==> src/rtl/mbvf_pkg.sv <==
// Shared types and constants for the mask boundary voxel finder.
// No dependencies; imported by every module of the block except mbvf_line.
package mbvf_pkg;

	localparam int DEF_MAX_X = 128;
	localparam int DEF_MAX_Y = 128;
	localparam int DEF_MAX_Z = 1024;

	localparam int NODE_W = 24;
	localparam int CFG_W  = 11;
	localparam int SX_W   = 8;
	localparam int SY_W   = 8;
	localparam int SZ_W   = 11;
	localparam int MODE_W = 2;

	localparam logic [1:0] SETTLE_CYCLES = 2'd3;

	typedef enum logic [1:0] {
		CFG_SIZE_X = 2'd0,
		CFG_SIZE_Y = 2'd1,
		CFG_SIZE_Z = 2'd2,
		CFG_NMODE  = 2'd3
	} cfg_reg_t;

	localparam logic [MODE_W-1:0] MODE_FACE = 2'd0;
	localparam logic [MODE_W-1:0] MODE_EDGE = 2'd1;

	localparam logic OP_VOXEL = 1'b0;
	localparam logic OP_PAD   = 1'b1;

	// one window advance, classified by the front end
	typedef struct packed {
		logic bit_in;
		logic emit;
		logic last;
		logic xlo;
		logic xhi;
		logic ylo;
		logic yhi;
		logic zlo;
		logic zhi;
	} entry_t;

endpackage

==> src/rtl/mbvf_queue.sv <==
// Two-entry queue between front end and window back end.
// Depends on mbvf_pkg.
module mbvf_queue (
	input  logic             clk,
	input  logic             arst_n,
	input  logic             push,
	input  mbvf_pkg::entry_t wr_entry,
	output logic             full,
	input  logic             pop,
	output logic             rd_valid,
	output mbvf_pkg::entry_t rd_entry
);
	import mbvf_pkg::*;

	entry_t     slot_q [2];
	logic       wp_q, rp_q;
	logic [1:0] cnt_q;

	assign full     = (cnt_q == 2'd2);
	assign rd_valid = (cnt_q != 2'd0);
	assign rd_entry = slot_q[rp_q];

	always_ff @(posedge clk or negedge arst_n) begin
		if (!arst_n) begin
			wp_q  <= 1'b0;
			rp_q  <= 1'b0;
			cnt_q <= 2'd0;
		end else begin
			if (push) wp_q <= ~wp_q;
			if (pop) rp_q <= ~rp_q;
			if (push && !pop) cnt_q <= cnt_q + 1'b1;
			else if (pop && !push) cnt_q <= cnt_q - 1'b1;
		end
	end

	always_ff @(posedge clk) begin
		if (push) slot_q[wp_q] <= wr_entry;
	end

endmodule

==> config.mk <==
export PLATFORM = sky130hd
export DESIGN_NAME = mbvf_queue
export DESIGN_NICKNAME = d
export VERILOG_FILES = /design/src/rtl/mbvf_pkg.sv /design/src/rtl/mbvf_queue.sv
export SDC_FILE = /design/constraint.sdc
export NUM_CORES = 1
export LEC_CHECK = 0
export ABC_AREA = 1
export BUFFER_PORTS_ARGS = -buffer_cell sky130_fd_sc_hd__buf_4
export CORE_UTILIZATION = 49
export CTS_CLUSTER_DIAMETER = 100
export DETAILED_ROUTE_END_ITERATION = 7
export PLACE_DENSITY = 0.72
export SLEW_MARGIN = 20
export SYNTH_ARGS = -nofsm -noshare
export SYNTH_HDL_FRONTEND = slang
export SYNTH_SLANG_ARGS = --single-unit
==> constraint.sdc <==
create_clock -name clk -period 1.3 [get_ports clk]
set_input_delay 0.13 -clock clk [delete_from_list [all_inputs] [get_ports clk]]
set_output_delay 0.13 -clock clk [all_outputs]
set_load 0.05 [all_outputs]
==> results of run 1 <==
[routing by layer]
| metal | vias to the layer above | part of all wire (%) | wire length [µm] |
|---|---|---|---|
| li1 | 263 | - | - |
| met1 | 265 | 40 | 609 |
| met2 | 22 | 55 | 836 |
| met3 | 4 | 3.1 | 47 |
| met4 | 0 | 2.5 | 39 |
| met5 | - | 0 | 0 |
[cell type report]
class / instances / area (µm²)
multi-input cells: 23 / 215
well taps: 25 / 31.3
repair buffers: 38 / 362
clock buffers: 3 / 22.5
inverters: 7 / 26.3
clock inverters: 1 / 3.75
fillers: 126 / 424
flip-flops and latches: 22 / 642
[power by group]
part	total, mW	switching [mW]	leakage (nW)	internal (mW)
sequential	1.04	0.0787	0.215	0.957
combinational	1.57	0.894	0.345	0.671
clock	0.308	0.196	0.0154	0.112
[flip-flops by register name, summed over array words and instances (netlist names)]
register and cells:
slot_q 18, rp_q 1, cnt_q 2, wp_q 1
[what timing repair did]
item                                    4_1_cts  5_1_grt
buffers inserted                              2        1
endpoints found under the hold margin         8       14
gates resized for setup                      14        1
hold buffers                                  4        7
endpoints found under the setup margin        9        9
[worst register-to-register path, cell delays in order (launching register included)]
cell and delay [ps]:
dfrtp_1 400, nand2_1 60, inv_1 300
[synthesized netlist by cell type (all sizes together)]
cell type	number
edfxtp	18
mux2	9
inv	7
nand2	6
dfrtp	4
nor2	2
xor2	2
buf	1
ha	1
nand3	1
nand4	1
xnor2	1
[worst max-delay path by stage]
| stage | startpoint | endpoint | cells after the start |
|---|---|---|---|
| after global routing | rp_q | rd_entry[7] | 3 |
| final | rp_q | rd_entry[7] | 3 |
| after global placement | rp_q | rd_entry[4] | 2 |
| after floorplan | cnt_q[0] | full | 1 |
| after detailed placement | rp_q | rd_entry[2] | 2 |
| after CTS | rp_q | rd_entry[2] | 3 |
[cell families (layout without fill, tap and decap cells)]
family,Yosys count,count (layout)
and+or+nand+nor,10,10
buffers and inverters,8,49
xor gates and xnor gates,3,3
muxes,9,9
DFF,22,22
adders and majority gates,1,1
==> results by group, run 1 <==
Status
  • Status: finished with violations
  • Failing checks: negative setup slack

Worst setup path
  • Delay of the slowest critical-path stage: 440 ps
  • Most frequent CP cell: buf_6
  • Largest delay share family, worst path: flip-flops
  • Worst Path Class, Setup: flip-flop to output port
  • Terminus of the critical flop-to-flop path: slot_q[1][1]
  • R2R setup slack: around 210 ps
  • R2r startpoint: wp_q
  • Critical Path AT: approximately 1300 ps
  • Worst Setup Start Kind: flip-flop
  • Worst Path Max Fanout: 5
  • Worst EP required: ~1200 ps
  • Critical-path cell list: buf_6 > mux2_4 > buf_6
  • Buf+Inv Stages, Crit Path: 2
  • Slowest cell on the critical path: dfrtp_2
  • Crit end category: output port
  • Cell depth of the worst flop-to-flop path: 2

Synth
  • Post-synthesis register bit count: 22
  • Post-Syn Area: 893 µm²
  • Yosys warns: 0
  • Largest family of logic cells by synthesized area: multiplexers
  • Synth Area in Simple Gates: roughly 4.6%
  • Synth unique cells: 12
  • Cells after synthesis: 53
  • Mux share of post-synthesis cell area: around 15%
  • Adder-cell area share of the yosys netlist: approximately 1.4%
  • Top post-synthesis cells by area: edfxtp_1, mux2_4, dfrtp_1
  • Mapped Avg Cell Area: ~17 µm²
  • Sequential-to-total area share from yosys stat: 71.7%
  • Syn Nets: 67
  • Yosys top cell area share: 60.5%
  • Cell taking the most area after synthesis: edfxtp_1
  • Xor/xnor cell area share of the yosys netlist: under 10%
  • Post-synthesis compound-gate area fraction: 0%

Power and ir drop
  • VDD IR max: between 1 and 1.5 mV
  • Leakage: approximately 0.58 nW
  • Pwr per Cell Area: 2230 nW/µm²
  • Power, Total: 2.91 mW

Cells and area
  • Most common cell after layout, fill and taps aside: edfxtp_1
  • Design area: 1300 µm²
  • Final non-filler cell total: 119
  • Core Util, Final: about 75%
  • Final nets: roughly 110
  • Synth-to-Final Area Change: 45.8%
  • Commonest cells after routing, fill and taps aside: edfxtp_1, buf_4, dlygate4sd3_1
  • Layout cells sized above 1: a little over two fifths
  • N_diodes: 0

Place
  • Placed inst area: 1090 µm²
  • DP HPWL: ~870 µm
  • Placed insts: 101
  • Number of I/O port buffers: 23
  • Pre-CTS setup slack: -62.3 ps
  • GPL Wtd Cong: 0.742

Global routing
  • GRT Max-Usage Layer: met2
  • Grt met1 use: between 10% and 20%
  • Initial antenna violation count: 0
  • Total grt overflow: 0
  • Met3 usage: 5.20%
  • Vias in the first global route: between 500 and 600
  • First-pass GRT wire length: 2.16 mm
  • Gr usage total: 16.6%
  • Largest net degree at the start of global routing: 13
  • Met2 Use GR: between 20% and 30%

Floorplanning
  • # rows: 15
  • Initial Util: slightly above 50%
  • Core area: 1730 µm²
  • Die area: approximately 2000 µm²
  • Chip width: about 45 µm
  • IO Count: 24
  • DIE HEIGHT: 44.7 µm

Timing
  • Unrepaired setup endpoints after global routing: yes
  • Max Freq: 679 MHz
  • Tcrit/Tclk final: 113%
  • Final setup fails: 9
  • Worst-margin pin slew: a little under 400 ps
  • Min Tclk post-route: 1470 ps
  • Final slew viol count: 0
  • Setup_tns: -1470 ps
  • Hold Vio Cnt, Final: 0
  • Max-slew headroom: between 70 and 80%
  • Hold slack final: 10.1 ps
  • Clock Skew: approximately 7.5 ps
  • Final WS setup: -174 ps

Job
  • Max-cap viol count: 0

Route
  • Drt wl/cell: roughly 13 µm
  • Drt drc: 0
  • Detail Route Antenna Nets: 0
  • Initial DRC count: 5
  • DR vias/cell: around 4.7
  • Total vias in the final route: approximately 550
  • Number of detailed-route iterations in the first pass: 4
  • WL final: 1.53 mm

Clock tree
  • TritonCTS clock tree: done
  • Clock Latency Late Sink: about 300 ps
  • H-tree depth: 1
  • Clock sinks: 22
  • CTS Buf Count: 3
  • Clock-pin slew on the worst setup and hold paths: between 100 and 150 ps
  • Clk root buf: clkbuf_4
  • Worst-case clock buffer depth: 2

Hold path
  • Hold Path Origin: push
  • Worst hold path depth: 2
  • Hold path endpoint: wp_q
  • Hold Path Class: primary input to flip-flop
Power figures use the tool's default switching activity.
==> run 2, diff against run 1 <==
--- a/config.mk
+++ b/config.mk
@@ -15,3 +15,4 @@
 export SYNTH_ARGS = -nofsm -noshare
 export SYNTH_HDL_FRONTEND = slang
 export SYNTH_SLANG_ARGS = --single-unit
+export TNS_END_PERCENT = 10
==> run 2 against run 1 <==
Net effect:
- the run still ends with negative setup slack left
- routed wire length unchanged
- clock power about the same
- hold slack unchanged
- critical endpoint unchanged
- largest cell class unchanged
- highest routed layer unchanged
==> results by group, run 2 (synthesized netlist as in run 1, its figures left out) <==
Status
  • Status: finished with violations
  • Failing checks: negative setup slack

Timing
  • Min Tclk post-route: 1470 ps (unchanged)
  • Tcrit/Tclk final: 113% (unchanged)
  • Max-slew headroom: 74.0% (unchanged)
  • Worst-margin pin slew: 389 ps (unchanged)
  • Final setup fails: 9 (unchanged)
  • Final WS setup: -174 ps (unchanged)
  • Hold Vio Cnt, Final: 0 (unchanged)
  • Max Freq: 679 MHz (unchanged)
  • Final slew viol count: 0 (unchanged)
  • Hold slack final: 10.1 ps (unchanged)
  • Clock Skew: 7.45 ps (unchanged)
  • Unrepaired setup endpoints after global routing: yes

Cells and area
  • Synth-to-Final Area Change: 45.8% (unchanged)
  • N_diodes: 0 (unchanged)
  • Final nets: 109 (unchanged)
  • Commonest cells after routing, fill and taps aside: edfxtp_1, buf_4, dlygate4sd3_1
  • Final non-filler cell total: 119 (unchanged)
  • Layout cells sized above 1: 42.6% (unchanged)
  • Largest register FFs: 18 (unchanged)
  • Most common cell after layout, fill and taps aside: edfxtp_1
  • Largest registers: slot_q: 18 flops, cnt_q: 2 flops
  • Biggest register: slot_q

Hold path
  • Hold Path Origin: push
  • Worst hold path depth: 2 (unchanged)
  • Hold Path Class: primary input to flip-flop
  • Hold path endpoint: wp_q

Power and ir drop
  • Leakage: 0.575 nW (unchanged)
  • Clock Power Share: 10.6% (about the same)
  • Combinational power share: 53.8% (about the same)
  • Seq pwr share: 35.6% (about the same)
  • VDD IR max: 1.44 mV (unchanged)
  • Pwr per Cell Area: 2230 nW/µm² (unchanged)
  • Internal Power: 1.74 mW (unchanged)
  • Switching part of the total: 40.2% (unchanged)
  • P_sw: 1.17 mW (unchanged)

Worst setup path
  • Most frequent CP cell: buf_6
  • Terminus of the critical flop-to-flop path: slot_q[1][1]
  • Slowest cell on the critical path: dfrtp_2
  • R2r startpoint: wp_q
  • Worst EP required: 1170 ps (about the same)
  • Worst Setup Start Kind: flip-flop
  • R2R setup slack: 210 ps (about the same)
  • Critical Path AT: 1340 ps (about the same)
  • Cell depth of the worst flop-to-flop path: 2 (unchanged)
  • Critical-path cell list: buf_6 > mux2_4 > buf_6
  • Worst Path Max Fanout: 5 (unchanged)
  • Worst Path Class, Setup: flip-flop to output port
  • Delay of the slowest critical-path stage: 440 ps (about the same)
  • Crit end category: output port
  • Critical path origin: rp_q

Clock tree
  • TritonCTS clock tree: done
  • H-tree depth: 1 (unchanged)
  • Clk root buf: clkbuf_4
  • CTS Buf Count: 3 (unchanged)
  • Clock Latency Late Sink: 300 ps (about the same)
  • Worst-case clock buffer depth: 2 (unchanged)
  • Clock sinks: 22 (unchanged)
  • Clock-pin slew on the worst setup and hold paths: 120 ps (about the same)

Floorplanning
  • Die area: 2000 µm² (unchanged)
  • DIE HEIGHT: 44.7 µm (unchanged)
  • Core area: 1730 µm² (unchanged)
  • Chip width: 44.7 µm (unchanged)
  • Initial Util: 51.7% (unchanged)
  • IO Count: 24 (unchanged)
  • # rows: 15 (unchanged)

Place
  • Pre-CTS setup slack: -62.3 ps (unchanged)
  • DP HPWL: 868 µm (unchanged)
  • Number of I/O port buffers: 23 (unchanged)
  • Placed insts: 101 (unchanged)
  • GPL Wtd Cong: 0.742 (unchanged)

Route
  • Drt drc: 0 (unchanged)
  • Initial DRC count: 5 (unchanged)
  • Drt wl/cell: 12.9 µm (unchanged)
  • Number of detailed-route iterations in the first pass: 4 (unchanged)
  • WL final: 1.53 mm (unchanged)
  • Total vias in the final route: 554 (unchanged)
  • Detail Route Antenna Nets: 0 (unchanged)
  • DR vias/cell: 4.66 (unchanged)

Global routing
  • Initial antenna violation count: 0 (unchanged)
  • Largest net degree at the start of global routing: 13 (unchanged)
  • First-pass GRT wire length: 2.16 mm (unchanged)
  • Gr usage total: 16.6% (unchanged)
  • Vias in the first global route: 519 (unchanged)
  • Total grt overflow: 0 (unchanged)

Job
  • Max-cap viol count: 0 (unchanged)
run 2: cell counts in the layout (fill, tap and decap cells not counted):
No cell type changed its count.
run 2: worst max-delay path by stage:
stage | end | slack [ps]
2_1_floorplan | full | 110
3_3_place_gp | rd_entry[4] | -60
3_5_place_dp | rd_entry[2] | -60
4_1_cts | rd_entry[2] | -170
5_1_grt | rd_entry[7] | -220
6_report | rd_entry[7] | -170
run 2: power groups by stage:
stage / registers (mW) / logic [mW] / clock network (mW)
final: 1.04 / 1.57 / 0.308
after global routing: 1.05 / 1.64 / 0.351
after CTS: 1.03 / 1.51 / 0.314
after detailed placement: 1.12 / 1.24 / 0
after global placement: 1.11 / 1.23 / 0
after floorplan: 1.03 / 1.03 / 0
run 2: repair_timing:
action	4_1_cts	5_1_grt
hold buffers	4	7
setup buffers	2	1
endpoints found under the setup margin	9	9
gates resized for setup	14	1
endpoints found under the hold margin	8	14
run 2: worst max-delay path, delay by kind of cell, from the launching register on:
kind	cells	cell delay (ps)
mux	1	300
flops	1	440
buf+inv	2	290
run 2: routing by layer:
metal / track usage (%) / vias to the layer above / part of all wire, %
met5: 0 / - / 0
met3: 5.20 / 4 / 3.1
met1: 17.9 / 265 / 40
li1: - / 263 / -
met2: 27.9 / 22 / 55
met4: 10.9 / 0 / 2.5
run 2: area by class of cell:
type	instances	area [µm²]
Sequential cell	22	642
Fill cell	126	424
Tap cell	25	31.3
Timing Repair Buffer	38	362
Clock buffer	3	22.5
Multi-Input combinational cell	23	215
Inverter	7	26.3
Clock inverter	1	3.75
run 2: stage by stage:
stage               utilization, %  total power, mW  area (µm²)  TNS (ps)
CTS                           70.7             2.86        1220     -1460
floorplan                        -             2.06         893         0
detailed placement            63.3             2.36        1090      -513
global route                  75.4             3.04        1300     -1890
global placement              63.3             2.34        1090      -482
finish                        75.4             2.91        1300     -1470
