===== src/rtl/mbvf_pkg.sv =====
// Shared types and constants for the mask boundary voxel finder.
// No dependencies; imported by every module of the block except mbvf_line.
package mbvf_pkg;

	localparam int DEF_MAX_X = 128;
	localparam int DEF_MAX_Y = 128;
	localparam int DEF_MAX_Z = 1024;

	localparam int NODE_W = 24;
	localparam int CFG_W  = 11;
	localparam int SX_W   = 8;
	localparam int SY_W   = 8;
	localparam int SZ_W   = 11;
	localparam int MODE_W = 2;

	localparam logic [1:0] SETTLE_CYCLES = 2'd3;

	typedef enum logic [1:0] {
		CFG_SIZE_X = 2'd0,
		CFG_SIZE_Y = 2'd1,
		CFG_SIZE_Z = 2'd2,
		CFG_NMODE  = 2'd3
	} cfg_reg_t;

	localparam logic [MODE_W-1:0] MODE_FACE = 2'd0;
	localparam logic [MODE_W-1:0] MODE_EDGE = 2'd1;

	localparam logic OP_VOXEL = 1'b0;
	localparam logic OP_PAD   = 1'b1;

	// one window advance, classified by the front end
	typedef struct packed {
		logic bit_in;
		logic emit;
		logic last;
		logic xlo;
		logic xhi;
		logic ylo;
		logic yhi;
		logic zlo;
		logic zhi;
	} entry_t;

endpackage


===== src/rtl/mbvf_front.sv =====
// Front end: accepts voxels, tracks input and output raster positions.
// Depends on mbvf_pkg.
module mbvf_front #(
	parameter int XW = 8,
	parameter int YW = 8,
	parameter int ZW = 11,
	parameter int QW = 25
) (
	input  logic              clk,
	input  logic              arst_n,
	input  logic              cfg_we,
	input  logic [XW-1:0]     sx,
	input  logic [YW-1:0]     sy,
	input  logic [ZW-1:0]     sz,
	input  logic [QW-1:0]     delay,
	input  logic              accept,
	input  logic              op,
	input  logic signed [7:0] mask_value,
	output logic              push,
	output mbvf_pkg::entry_t  entry
);
	import mbvf_pkg::*;

	logic [QW-1:0] q_q;
	logic [XW-1:0] ix_q, ox_q;
	logic [YW-1:0] iy_q, oy_q;
	logic [ZW-1:0] iz_q, oz_q;
	logic          in_end_q;
	logic          drop;

	assign drop = (op == OP_PAD) && (q_q == '0);
	assign push = accept && !drop;

	always_comb begin
		entry.bit_in = !in_end_q && (op != OP_PAD) && !mask_value[7] && (mask_value[6:0] != '0);
		entry.emit   = (q_q >= delay);
		entry.xlo    = (ox_q == '0);
		entry.xhi    = (ox_q == sx - 1'b1);
		entry.ylo    = (oy_q == '0);
		entry.yhi    = (oy_q == sy - 1'b1);
		entry.zlo    = (oz_q == '0);
		entry.zhi    = (oz_q == sz - 1'b1);
		entry.last   = entry.xhi && entry.yhi && entry.zhi;
	end

	always_ff @(posedge clk or negedge arst_n) begin
		if (!arst_n) begin
			q_q      <= '0;
			ix_q     <= '0;
			iy_q     <= '0;
			iz_q     <= '0;
			ox_q     <= '0;
			oy_q     <= '0;
			oz_q     <= '0;
			in_end_q <= 1'b0;
		end else if (cfg_we) begin
			q_q      <= '0;
			ix_q     <= '0;
			iy_q     <= '0;
			iz_q     <= '0;
			ox_q     <= '0;
			oy_q     <= '0;
			oz_q     <= '0;
			in_end_q <= 1'b0;
		end else if (push) begin
			q_q <= q_q + 1'b1;
			if (!in_end_q) begin
				if (ix_q == sx - 1'b1) begin
					ix_q <= '0;
					if (iy_q == sy - 1'b1) begin
						iy_q <= '0;
						if (iz_q == sz - 1'b1) begin
							iz_q     <= '0;
							in_end_q <= 1'b1;
						end else begin
							iz_q <= iz_q + 1'b1;
						end
					end else begin
						iy_q <= iy_q + 1'b1;
					end
				end else begin
					ix_q <= ix_q + 1'b1;
				end
			end
			if (entry.emit) begin
				if (entry.xhi) begin
					ox_q <= '0;
					if (entry.yhi) begin
						oy_q <= '0;
						oz_q <= entry.zhi ? '0 : oz_q + 1'b1;
					end else begin
						oy_q <= oy_q + 1'b1;
					end
				end else begin
					ox_q <= ox_q + 1'b1;
				end
				if (entry.last) begin
					q_q      <= '0;
					ix_q     <= '0;
					iy_q     <= '0;
					iz_q     <= '0;
					in_end_q <= 1'b0;
				end
			end
		end
	end

endmodule


===== config.mk =====
export PLATFORM = sky130hd
export DESIGN_NAME = mbvf_front
export DESIGN_NICKNAME = d
export VERILOG_FILES = /design/src/rtl/mbvf_pkg.sv /design/src/rtl/mbvf_front.sv
export SDC_FILE = /design/constraint.sdc
export NUM_CORES = 1
export LEC_CHECK = 0
export ABC_AREA = 1
export BUFFER_PORTS_ARGS = -buffer_cell sky130_fd_sc_hd__buf_2
export CAP_MARGIN = 20
export CORE_ASPECT_RATIO = 1.25
export CORE_MARGIN = 10
export CORE_UTILIZATION = 59
export DETAILED_ROUTE_END_ITERATION = 6
export MAX_ROUTING_LAYER = met4
export PLACE_DENSITY = 0.8
export SYNTH_ARGS = -nofsm -noshare
export SYNTH_HDL_FRONTEND = slang
export SYNTH_SLANG_ARGS = --single-unit

===== constraint.sdc =====
create_clock -name clk -period 2.95 [get_ports clk]
set_clock_uncertainty 0.2 [all_clocks]
set_input_delay 0.59 -clock clk [delete_from_list [all_inputs] [get_ports clk]]
set_output_delay 0.59 -clock clk [all_outputs]
set_load 0.05 [all_outputs]

==> results.toml, run 1 <==
[power_and_ir_drop]
power_frac_seq = 0.363
pwr-share-clk = 0.367
irDropWorstVdd_mv = 0.245
p_int_uw = 2200
p_comb_frac = 0.270
power.total_uw = 3250
p_per_area_mw_per_mm2 = 335
sw_frac_of_total = 0.325
p_sw_uw = 1060
p_leak_uw = 0.00477

[detailed_routing]
drtIter0Drc = 889
vias = 8552
viasPerCell = 5.55
antenna_left = 0
drc = 0
routedWlPerCell_um = 14.6
wirelength_mm = 22.4
first_pass_iters = 6

[critical_path]
ff2ff_path_depth = 12
crit_path_end_kind = "output pin"
rr_endpoint = "q_q[24]"
critPathMostFrequentCell = "nand2_1"
r2r_slack_ps = 250
crit_family = "simple AND/OR/NAND/NOR gates"
worstPathCellList = "buf_8, inv_4, ha_4, nand2_1, nor2_4, nand2_2, nand2_1, nand2_1, nand2_1, nand3_1, nor2_2, nand3_2, nor4_4, buf_6"
crit_required_ps = 2160
cpPeakStageDelay_ps = 300
crit_fanout = 4
setup.worst_path.class = "in2out"
r2r_start = "q_q[1]"
crit_buf_inv = 3
timing.critical_path.from = "sz[1]"
cp_slowest_cell = "nor4_4"
setup.worst_path.start_class = "input pin"
critPathArrivalTime_ps = 2350

[die]
die_h_um = 147
num_rows = 46
start_util = 0.600
design.core.area_mm2 = 0.0126
io_pins = 75
die_x_um = 121
dieArea_mm2 = 0.0178

[synth]
seq_area_frac_synth = 0.265
synth-async-reset-ratio = 1.00
synth_fp_nets = 1266
synth.distinct_cells = 41
synth_common_cells = "334 x nand2_1, 151 x inv_1, 116 x nand3_1"
syn_inst = 1162
synth_edf_count = 0
synth_ff_type = "dfrtp_1"
yosysWarningCount = 0
avgSynthCellArea_um2 = 6.50
synth_top_cell_by_area = "dfrtp_1"
yosysMostFrequentCell = "nand2_1"
synth.cell_area_mm2 = 0.00756
ys_seq_elements = 80
yosys-top-cells-area = "dfrtp_1 26%, nand2_1 17%, nand3_1 7.7%, inv_1 7.5%, ha_1 6.5%"
yosysTopAreaCellShare = 0.265

[status]
violations = "negative setup slack"
status = "finished with violations"

[sta]
fin_ws_ps = -189
fmax_ghz = 0.319
period_share = 1.06
hold_violations = 0
min_period_ps = 3140
setup_violations = 2
worst_pin_slew_ps = 603
rsz0062_at_grt = "true"
slew-limit-headroom = 0.596
drv_slew = 0

[clocking]
clk_pin_slew_ps = 60
cts_made_buffers = 9
cts_hold_buf = 0
cts_buffer_depth = 2
htree_levels = 3
root_buffer = "clkbuf_16"
cts_sinks = 80
clkLatencyLatePin_ps = 350
cts_tree = "built"

[place]
place_area_mm2 = 0.00910
io_buffers = 74
place_congestion = 0.958
hpwlAfterDp_mm = 16.9

[layout]
final_nets = 1472
area_delta_synth_final_pct = 28.4
final_area_mm2 = 0.00970
diodes = 0
drive_gt1_frac = 0.258

[job]
maxCapViolCount = 0

[worst_hold_path]
min_path_type = "in2async"

[grt]
grt_pass1_vias = 8222
grt_first_pass_wirelength_mm = 37.0
gr-total-overflow = 0
grt_use_total = 0.254
antenna_found_initial = 0
grt_max_degree = 40
-- stage by stage --
stage | setup TNS [ps] | cells | setup slack, ps | utilization | hold slack, ps
floorplan | -196 | 1162 | -190 | - | 94.4
global placement | -280 | 1516 | -152 | 0.722 | 265
detailed placement | -521 | 1516 | -185 | 0.722 | 273
CTS | -44.2 | 1532 | -44.2 | 0.752 | 42.1
global route | -538 | 1541 | -291 | 0.770 | 77.8
finish | -301 | 1541 | -189 | 0.770 | 26.3
-- how the worst max path moves through the flow --
stage | endpoint | slack, ps | cells past startpoint
2_1_floorplan | entry[6] | -190 | 12
3_3_place_gp | entry[6] | -150 | 14
3_5_place_dp | entry[6] | -190 | 14
4_1_cts | entry[6] | -40 | 11
5_1_grt | entry[6] | -290 | 14
6_report | entry[6] | -190 | 14
-- registers in the layout, summed over array words and instances (netlist names) --
register  flops
q_q          25
iz_q         11
oz_q         11
ix_q          8
iy_q          8
ox_q          8
oy_q          8
in_end_q      1
-- logic make-up after synthesis --
family / Yosys count / synth area share
AND/OR/NAND/NOR: 680 / 0.410
buffers and inverters: 182 / 0.0995
AO/OA/AOI/OAI: 137 / 0.108
flip-flops: 80 / 0.265
XOR/XNOR: 44 / 0.0530
adder cells (fa/ha/maj): 39 / 0.0646
-- what timing repair did --
action	CTS	global route
resized for setup	17	42
setup endpoints to repair	4	6
cloned	0	0
buffers inserted	0	9
pin swaps	0	18
-- layer usage --
metal | GRT usage | wire length, µm | vias to the layer above
li1 | - | - | 4197
met4 | 0.0944 | 851 | 0
met3 | 0.0324 | 1170 | 77
met1 | 0.294 | 9140 | 3951
met2 | 0.439 | 11300 | 327
met5 | - | 0 | -
-- layout make-up --
class                           count  area [µm²]
Clock buffer                       11         253
Clock inverter                      5        63.8
Fill cell                         931        2900
Inverter                          161         609
Multi-Input combinational cell    900        4980
Sequential cell                    80        2010
Tap cell                          168         210
Timing Repair Buffer              216        1580
-- power groups by stage --
stage	registers (µW)	clock network (µW)	logic (µW)
floorplan	1180	0	490
global placement	1200	0	802
CTS	1180	1200	827
detailed placement	1200	0	816
global route	1180	1240	969
finish	1180	1200	877
-- cell usage in the layout, fill, tap and decap left out, types with 10 or more instances in the layout --
| master | n |
|---|---|
| nand2_1 | 329 |
| inv_1 | 148 |
| buf_4 | 137 |
| nand3_1 | 114 |
| nor2_1 | 106 |
| dfrtp_1 | 72 |
| buf_2 | 66 |
| o21ai_0 | 48 |
| xor2_1 | 36 |
| ha_1 | 35 |
| nand4_1 | 32 |
| o21ai_1 | 25 |
| a21oi_1 | 23 |
| o21ai_2 | 20 |
| nor2_2 | 17 |
| nor3_1 | 16 |
| nor4_1 | 14 |
| nand2_2 | 12 |
| a21oi_2 | 12 |
| inv_2 | 10 |
| nor2_4 | 10 |
(Power assumes the default switching activity.)
==> run 2, diff against run 1 <==
Settings changed: BUFFER_PORTS_ARGS -buffer_cell sky130_fd_sc_hd__buf_2 to -buffer_cell sky130_fd_sc_hd__clkbuf_2, CELL_PAD_IN_SITES_DETAIL_PLACEMENT set to 0, CELL_PAD_IN_SITES_GLOBAL_PLACEMENT set to 1, CORE_UTILIZATION 59 to 43, CTS_CLUSTER_DIAMETER set to 50, PLACE_DENSITY 0.8 to not set, PLACE_DENSITY_LB_ADDON set to 0.1.
==> run 2 against run 1 <==
The flow finishes with violations (negative hold slack, negative setup slack). Via count down 5.0%. First-iteration DRC count down 60%. Setup slack better by 130 ps. Critical path type unchanged. Critical endpoint unchanged. Largest cell class unchanged.
==> results.toml, run 2 (synthesis gave the netlist of run 1 again) <==
[critical_path]
critPathArrivalTime_ps = 2220
critPathMostFrequentCell = "nand3_2"
crit_fanout = 2
setup.worst_path.class = "in2out"
setup.worst_path.start_class = "input pin"
crit_required_ps = 2160
cpPeakStageDelay_ps = 300
worstPathCellList = "buf_8, inv_6, ha_4, xnor2_2, nor2_2, nand3_2, nor2_4, nand3_2, nor2_2, nand3_2, nor4_4, buf_12"
crit_path_end_kind = "output pin"
cp_slowest_cell = "nor4_4"

[layout]
drive_gt1_frac = 0.290
largest_registers = "q_q x25, iz_q x11, oz_q x11"
largest_reg_flops = 25
layout_commonest_cell = "nand2_1"
top_register = "q_q"
final_nets = 1495
diodes = 0
final_cell_mix = "309 x nand2_1, 156 x buf_4, 147 x inv_1, 111 x nand3_1, 105 x nor2_1"
area_delta_synth_final_pct = 35.0

[sta]
holdWs_ps = -7.86
slew-limit-headroom = 0.607
hold_violations = 4
fmax_ghz = 0.332
min_period_ps = 3010
setup_violations = 1
fin_ws_ps = -63.7
rsz0062_at_grt = "true"
period_share = 1.02
drv_slew = 0
worst_pin_slew_ps = 587
setup_tns_ps = -63.7

[detailed_routing]
first_pass_iters = 4
vias = 8127
drtIter0Drc = 353
viasPerCell = 5.02
antenna_left = 0
drc = 0
routedWlPerCell_um = 14.1
wirelength_mm = 22.8

[worst_hold_path]
min_path_type = "in2async"

[clocking]
cts_made_buffers = 9
clkLatencyLatePin_ps = 350
clk_pin_slew_ps = 60
cts_sinks = 80
cts_tree = "built"
cts_buffer_depth = 2
htree_levels = 3
root_buffer = "clkbuf_16"

[die]
io_pins = 75
dieArea_mm2 = 0.0233
die_x_um = 139
num_rows = 54
design.core.area_mm2 = 0.0174
die_h_um = 168
start_util = 0.435

[job]
maxCapViolCount = 0

[place]
hpwlAfterDp_mm = 18.2
place_congestion = 0.869
io_buffers = 74

[grt]
grt_pass1_vias = 7972
grt_first_pass_wirelength_mm = 38.1
grt_use_total = 0.198
grt_max_degree = 36
antenna_found_initial = 0
gr-total-overflow = 0

[status]
status = "finished with violations"
violations = "negative hold slack, negative setup slack"

[power_and_ir_drop]
p_per_area_mw_per_mm2 = 335
power.total_uw = 3420
p_leak_uw = 0.00498
irDropWorstVdd_mv = 0.316
[run 2: cell type report]
cell class / count / area, µm²
sequential: 80 / 2010
clock inverter: 5 / 104
fill: 1730 / 7160
multi-input combinational: 900 / 5130
clock buffer: 11 / 243
inverter: 161 / 614
timing repair buffer: 239 / 1820
tap: 224 / 280
[run 2: metrics by stage]
step / instances / instance area [µm²] / util / worst slack, ps
detailed placement: 1584 / 9350 / 0.538 / -138
floorplan: 1162 / 7590 / - / -190
global route: 1620 / 10200 / 0.588 / -188
finish: 1620 / 10200 / 0.588 / -63.7
CTS: 1609 / 9880 / 0.569 / -65.4
global placement: 1584 / 9350 / 0.538 / -124
[run 2: critical path: cells and delay by family]
| family | cells | cell delay (ps) |
|---|---|---|
| xor+xnor | 1 | 130 |
| fa+ha+maj | 1 | 200 |
| buf+inv | 3 | 330 |
| simple gates | 7 | 970 |
[run 2: worst paths after layout]
| check | end | slack (ps) | from | cells past startpoint |
|---|---|---|---|---|
| min in group clk | ix_q[7] | 290 | ix_q[7] | 2 |
| setup / recovery | entry[6] | -60 | sz[0] | 12 |
| hold / removal | oz_q[5] | -8 | arst_n | 1 |
| hold reg to reg | ix_q[7] | 290 | ix_q[7] | 2 |
| setup reg to reg | oz_q[2] | 290 | q_q[6] | 13 |
| max in group asynchronous | oy_q[4] | 1900 | arst_n | 2 |
[run 2: layer usage]
metal	wire length, µm	global-route usage	up-vias
li1	-	-	4243
met2	11800	0.349	122
met5	0	-	-
met1	10200	0.234	3725
met3	396	0.0160	37
met4	515	0.0647	0
[run 2: where the power goes]
group	switching [µW]	total [µW]	internal (µW)	leakage [µW]
registers	49.6	1180	1130	0.00110
clock network	486	1340	851	0.000170
logic	531	902	371	0.00371
total	1070	3420	2350	0.00498
[run 2: repair_timing]
item	in CTS	in global routing
resized for setup	26	65
endpoints found under the setup margin	5	19
hold buffers	0	0
buffers inserted	9	11
pin swaps	15	33
==> run 3, diff against run 2 <==
Settings changed: ABC_AREA 1 to not set, CORE_UTILIZATION 43 to 45.
==> run 3 against run 2 <==
The flow finishes with violations (negative setup slack). Non-clock buffer count grew 83. Synthesized cell count shrank 20%. Via count is 0.73% higher. Clock-buffer cell count is 1 lower. Critical path depth down 1. Clock power decreased by 8%. Register-to-register slack worse by 810 ps. Wire length rose by 8.2%. Final area is 12% higher. Combinational power is 6.2% lower. Die area fell by 6.2%. Largest cell class unchanged. Largest power group unchanged.
==> results.toml, run 3 <==
[critical_path]
critPathMostFrequentCell = "or4_4"
cp_slowest_cell = "or4_4"
cpPeakStageDelay_ps = 590
crit_fanout = 7
crit_path_end_kind = "flop"
crit_required_ps = 2980
setup.worst_path.start_class = "input pin"
critPathArrivalTime_ps = 3680
worstPathCellList = "buf_8, inv_4, ha_4, xor2_1, nand2_1, or4_4, or4_4, or3_4, or4_4, a41o_1, a22o_1"
setup.worst_path.class = "in2reg"

[synth]
synth_top_cell_by_area = "dfrtp_1"
synth.distinct_cells = 75
yosysTopAreaCellShare = 0.273
synth-async-reset-ratio = 1.00
ys_seq_elements = 80
yosys-top-cells-area = "dfrtp_1 27%, ha_1 6.6%, nand2_1 4.4%, xnor2_1 3.7%, nand3_1 3.4%"
synth_fp_nets = 1036
yosysWarningCount = 0
synth_edf_count = 0
synth.cell_area_mm2 = 0.00734
synth_common_cells = "87 x nand2_1, 80 x dfrtp_1, 61 x nor2_1"
yosysMostFrequentCell = "nand2_1"
seq_area_frac_synth = 0.273
avgSynthCellArea_um2 = 7.88
syn_inst = 932
synth_ff_type = "dfrtp_1"

[layout]
nFillCells = 1349
top_register = "q_q"
area_delta_synth_final_pct = 55.3
layout_commonest_cell = "buf_4"
diodes = 0
final_nets = 1315
largest_registers = "q_q x25, iz_q x11, oz_q x11"
drive_gt1_frac = 0.410
largest_reg_flops = 25
final_cell_mix = "195 x buf_4, 80 x dfrtp_1, 76 x nand2_1, 61 x clkbuf_2, 55 x nor2_1"
post-route-util = 0.707

[grt]
grt_pass1_vias = 8186
grt_first_pass_wirelength_mm = 39.5
gr-total-overflow = 0
grt_max_degree = 48
grt_use_total = 0.223
antenna_found_initial = 0

[sta]
min_period_ps = 3650
slew-limit-headroom = 0.634
worst_pin_slew_ps = 545
fin_ws_ps = -697
period_share = 1.24
holdWs_ps = 3.30
hold_violations = 0
setup_violations = 85
rsz0062_at_grt = "true"
fmax_ghz = 0.274
drv_slew = 0
setup_tns_ps = -35270

[die]
die_h_um = 163
die_x_um = 134
num_rows = 52
dieArea_mm2 = 0.0219
design.core.area_mm2 = 0.0161
io_pins = 75
start_util = 0.455

[status]
status = "finished with violations"
violations = "negative setup slack"

[detailed_routing]
wirelength_mm = 24.7
viasPerCell = 5.72
first_pass_iters = 5
dr_wl_met2_mm = 12.3
route.met3.wl_um = 915
antenna_left = 0
wirelength_met1_mm = 11.0
drtIter0Drc = 567
vias = 8186
drc = 0
highest_layer = "met4"
routedWlPerCell_um = 17.2

[clocking]
cts_made_buffers = 9
cts_buffer_depth = 2
cts_hold_buf = 0
clk_pin_slew_ps = 70
root_buffer = "clkbuf_16"
htree_levels = 3
cts_tree = "built"
cts_sinks = 80
clkLatencyLatePin_ps = 350

[place]
dp_slack_ps = -1030
hpwlAfterDp_mm = 17.4
io_buffers = 74
place_congestion = 0.929

[power_and_ir_drop]
p_leak_uw = 0.00501
p_per_area_mw_per_mm2 = 282
irDropWorstVdd_mv = 0.269

[worst_hold_path]
min_path_type = "in2async"

[job]
maxCapViolCount = 0
[run 3: cell count changes after synthesis, sizes merged, moves of 16 or more]
cell / before / now
a31oi: 1 / 32
and3: 0 / 18
clkbuf: 8 / 47
inv: 160 / 56
nand2: 344 / 87
nand2b: 0 / 17
nand3: 123 / 50
nor2: 133 / 61
o21ai: 93 / 46
or3: 0 / 16
xnor2: 6 / 31
[run 3: path summary, 6_finish.rpt]
path                         start  endpoint  slack, ps  cells past startpoint
hold / removal              arst_n   ox_q[1]          3                      1
max in group asynchronous   arst_n   oz_q[6]       1910                      2
setup / recovery             sx[1]   iz_q[6]       -700                     11
hold reg to reg            iz_q[5]   iz_q[5]        360                      1
setup reg to reg           ix_q[1]   iz_q[6]       -520                      8
min in group clk           iz_q[5]   iz_q[5]        360                      1
[run 3: what timing repair did]
| item | CTS | global route |
|---|---|---|
| gates resized for setup | 68 | 142 |
| gates cloned | 3 | 1 |
| buffers inserted | 32 | 20 |
| setup endpoints to repair | 88 | 88 |
| pin swaps | 33 | 62 |
[run 3: cell type report]
class / count / area, µm² / share of cell area
clock buffers: 10 / 229 / 0.0201
repair buffers: 322 / 2670 / 0.234
inverters: 57 / 223 / 0.0195
multi-input cells: 741 / 5920 / 0.519
well taps: 216 / 270 / 0.0237
flip-flops and latches: 80 / 2000 / 0.175
clock inverters: 6 / 93.8 / 0.00823
[run 3: cells by family (layout without fill, tap and decap cells)]
family | after synthesis | in the layout | share of synthesized area
simple gates | 413 | 413 | 0.312
compound gates | 217 | 217 | 0.194
buf+inv | 111 | 395 | 0.0593
flops | 80 | 80 | 0.273
xor+xnor | 59 | 59 | 0.0760
fa+ha+maj | 39 | 39 | 0.0664
mux | 13 | 13 | 0.0196
[run 3: per-stage QoR]
step / area [µm²] / instances / power [µW]
after floorplan: 7840 / 932 / 1530
after global placement: 9710 / 1367 / 1850
after detailed placement: 9710 / 1367 / 1850
after CTS: 10700 / 1417 / 3150
after global routing: 11400 / 1432 / 3350
final: 11400 / 1432 / 3210
[run 3: worst max-delay path, delay by kind of cell]
| family | cells | cell delay, ps |
|---|---|---|
| and+or+nand+nor | 5 | 2140 |
| AOI/OAI and AO/OA | 2 | 420 |
| adders and majority gates | 1 | 260 |
| xor gates and xnor gates | 1 | 150 |
| buffers and inverters | 2 | 110 |
[run 3: power breakdown]
group | internal [µW] | leakage (µW) | switching, µW
Sequential | 1110 | 0.00111 | 18.2
Combinational | 407 | 0.00374 | 439
Clock | 747 | 0.000153 | 488
Total | 2270 | 0.00501 | 945
[run 3: per-layer routing]
layer	up-vias	GRT usage
met5	-	-
met4	0	0.0649
met3	45	0.0312
met2	208	0.375
met1	3913	0.272
li1	4020	-
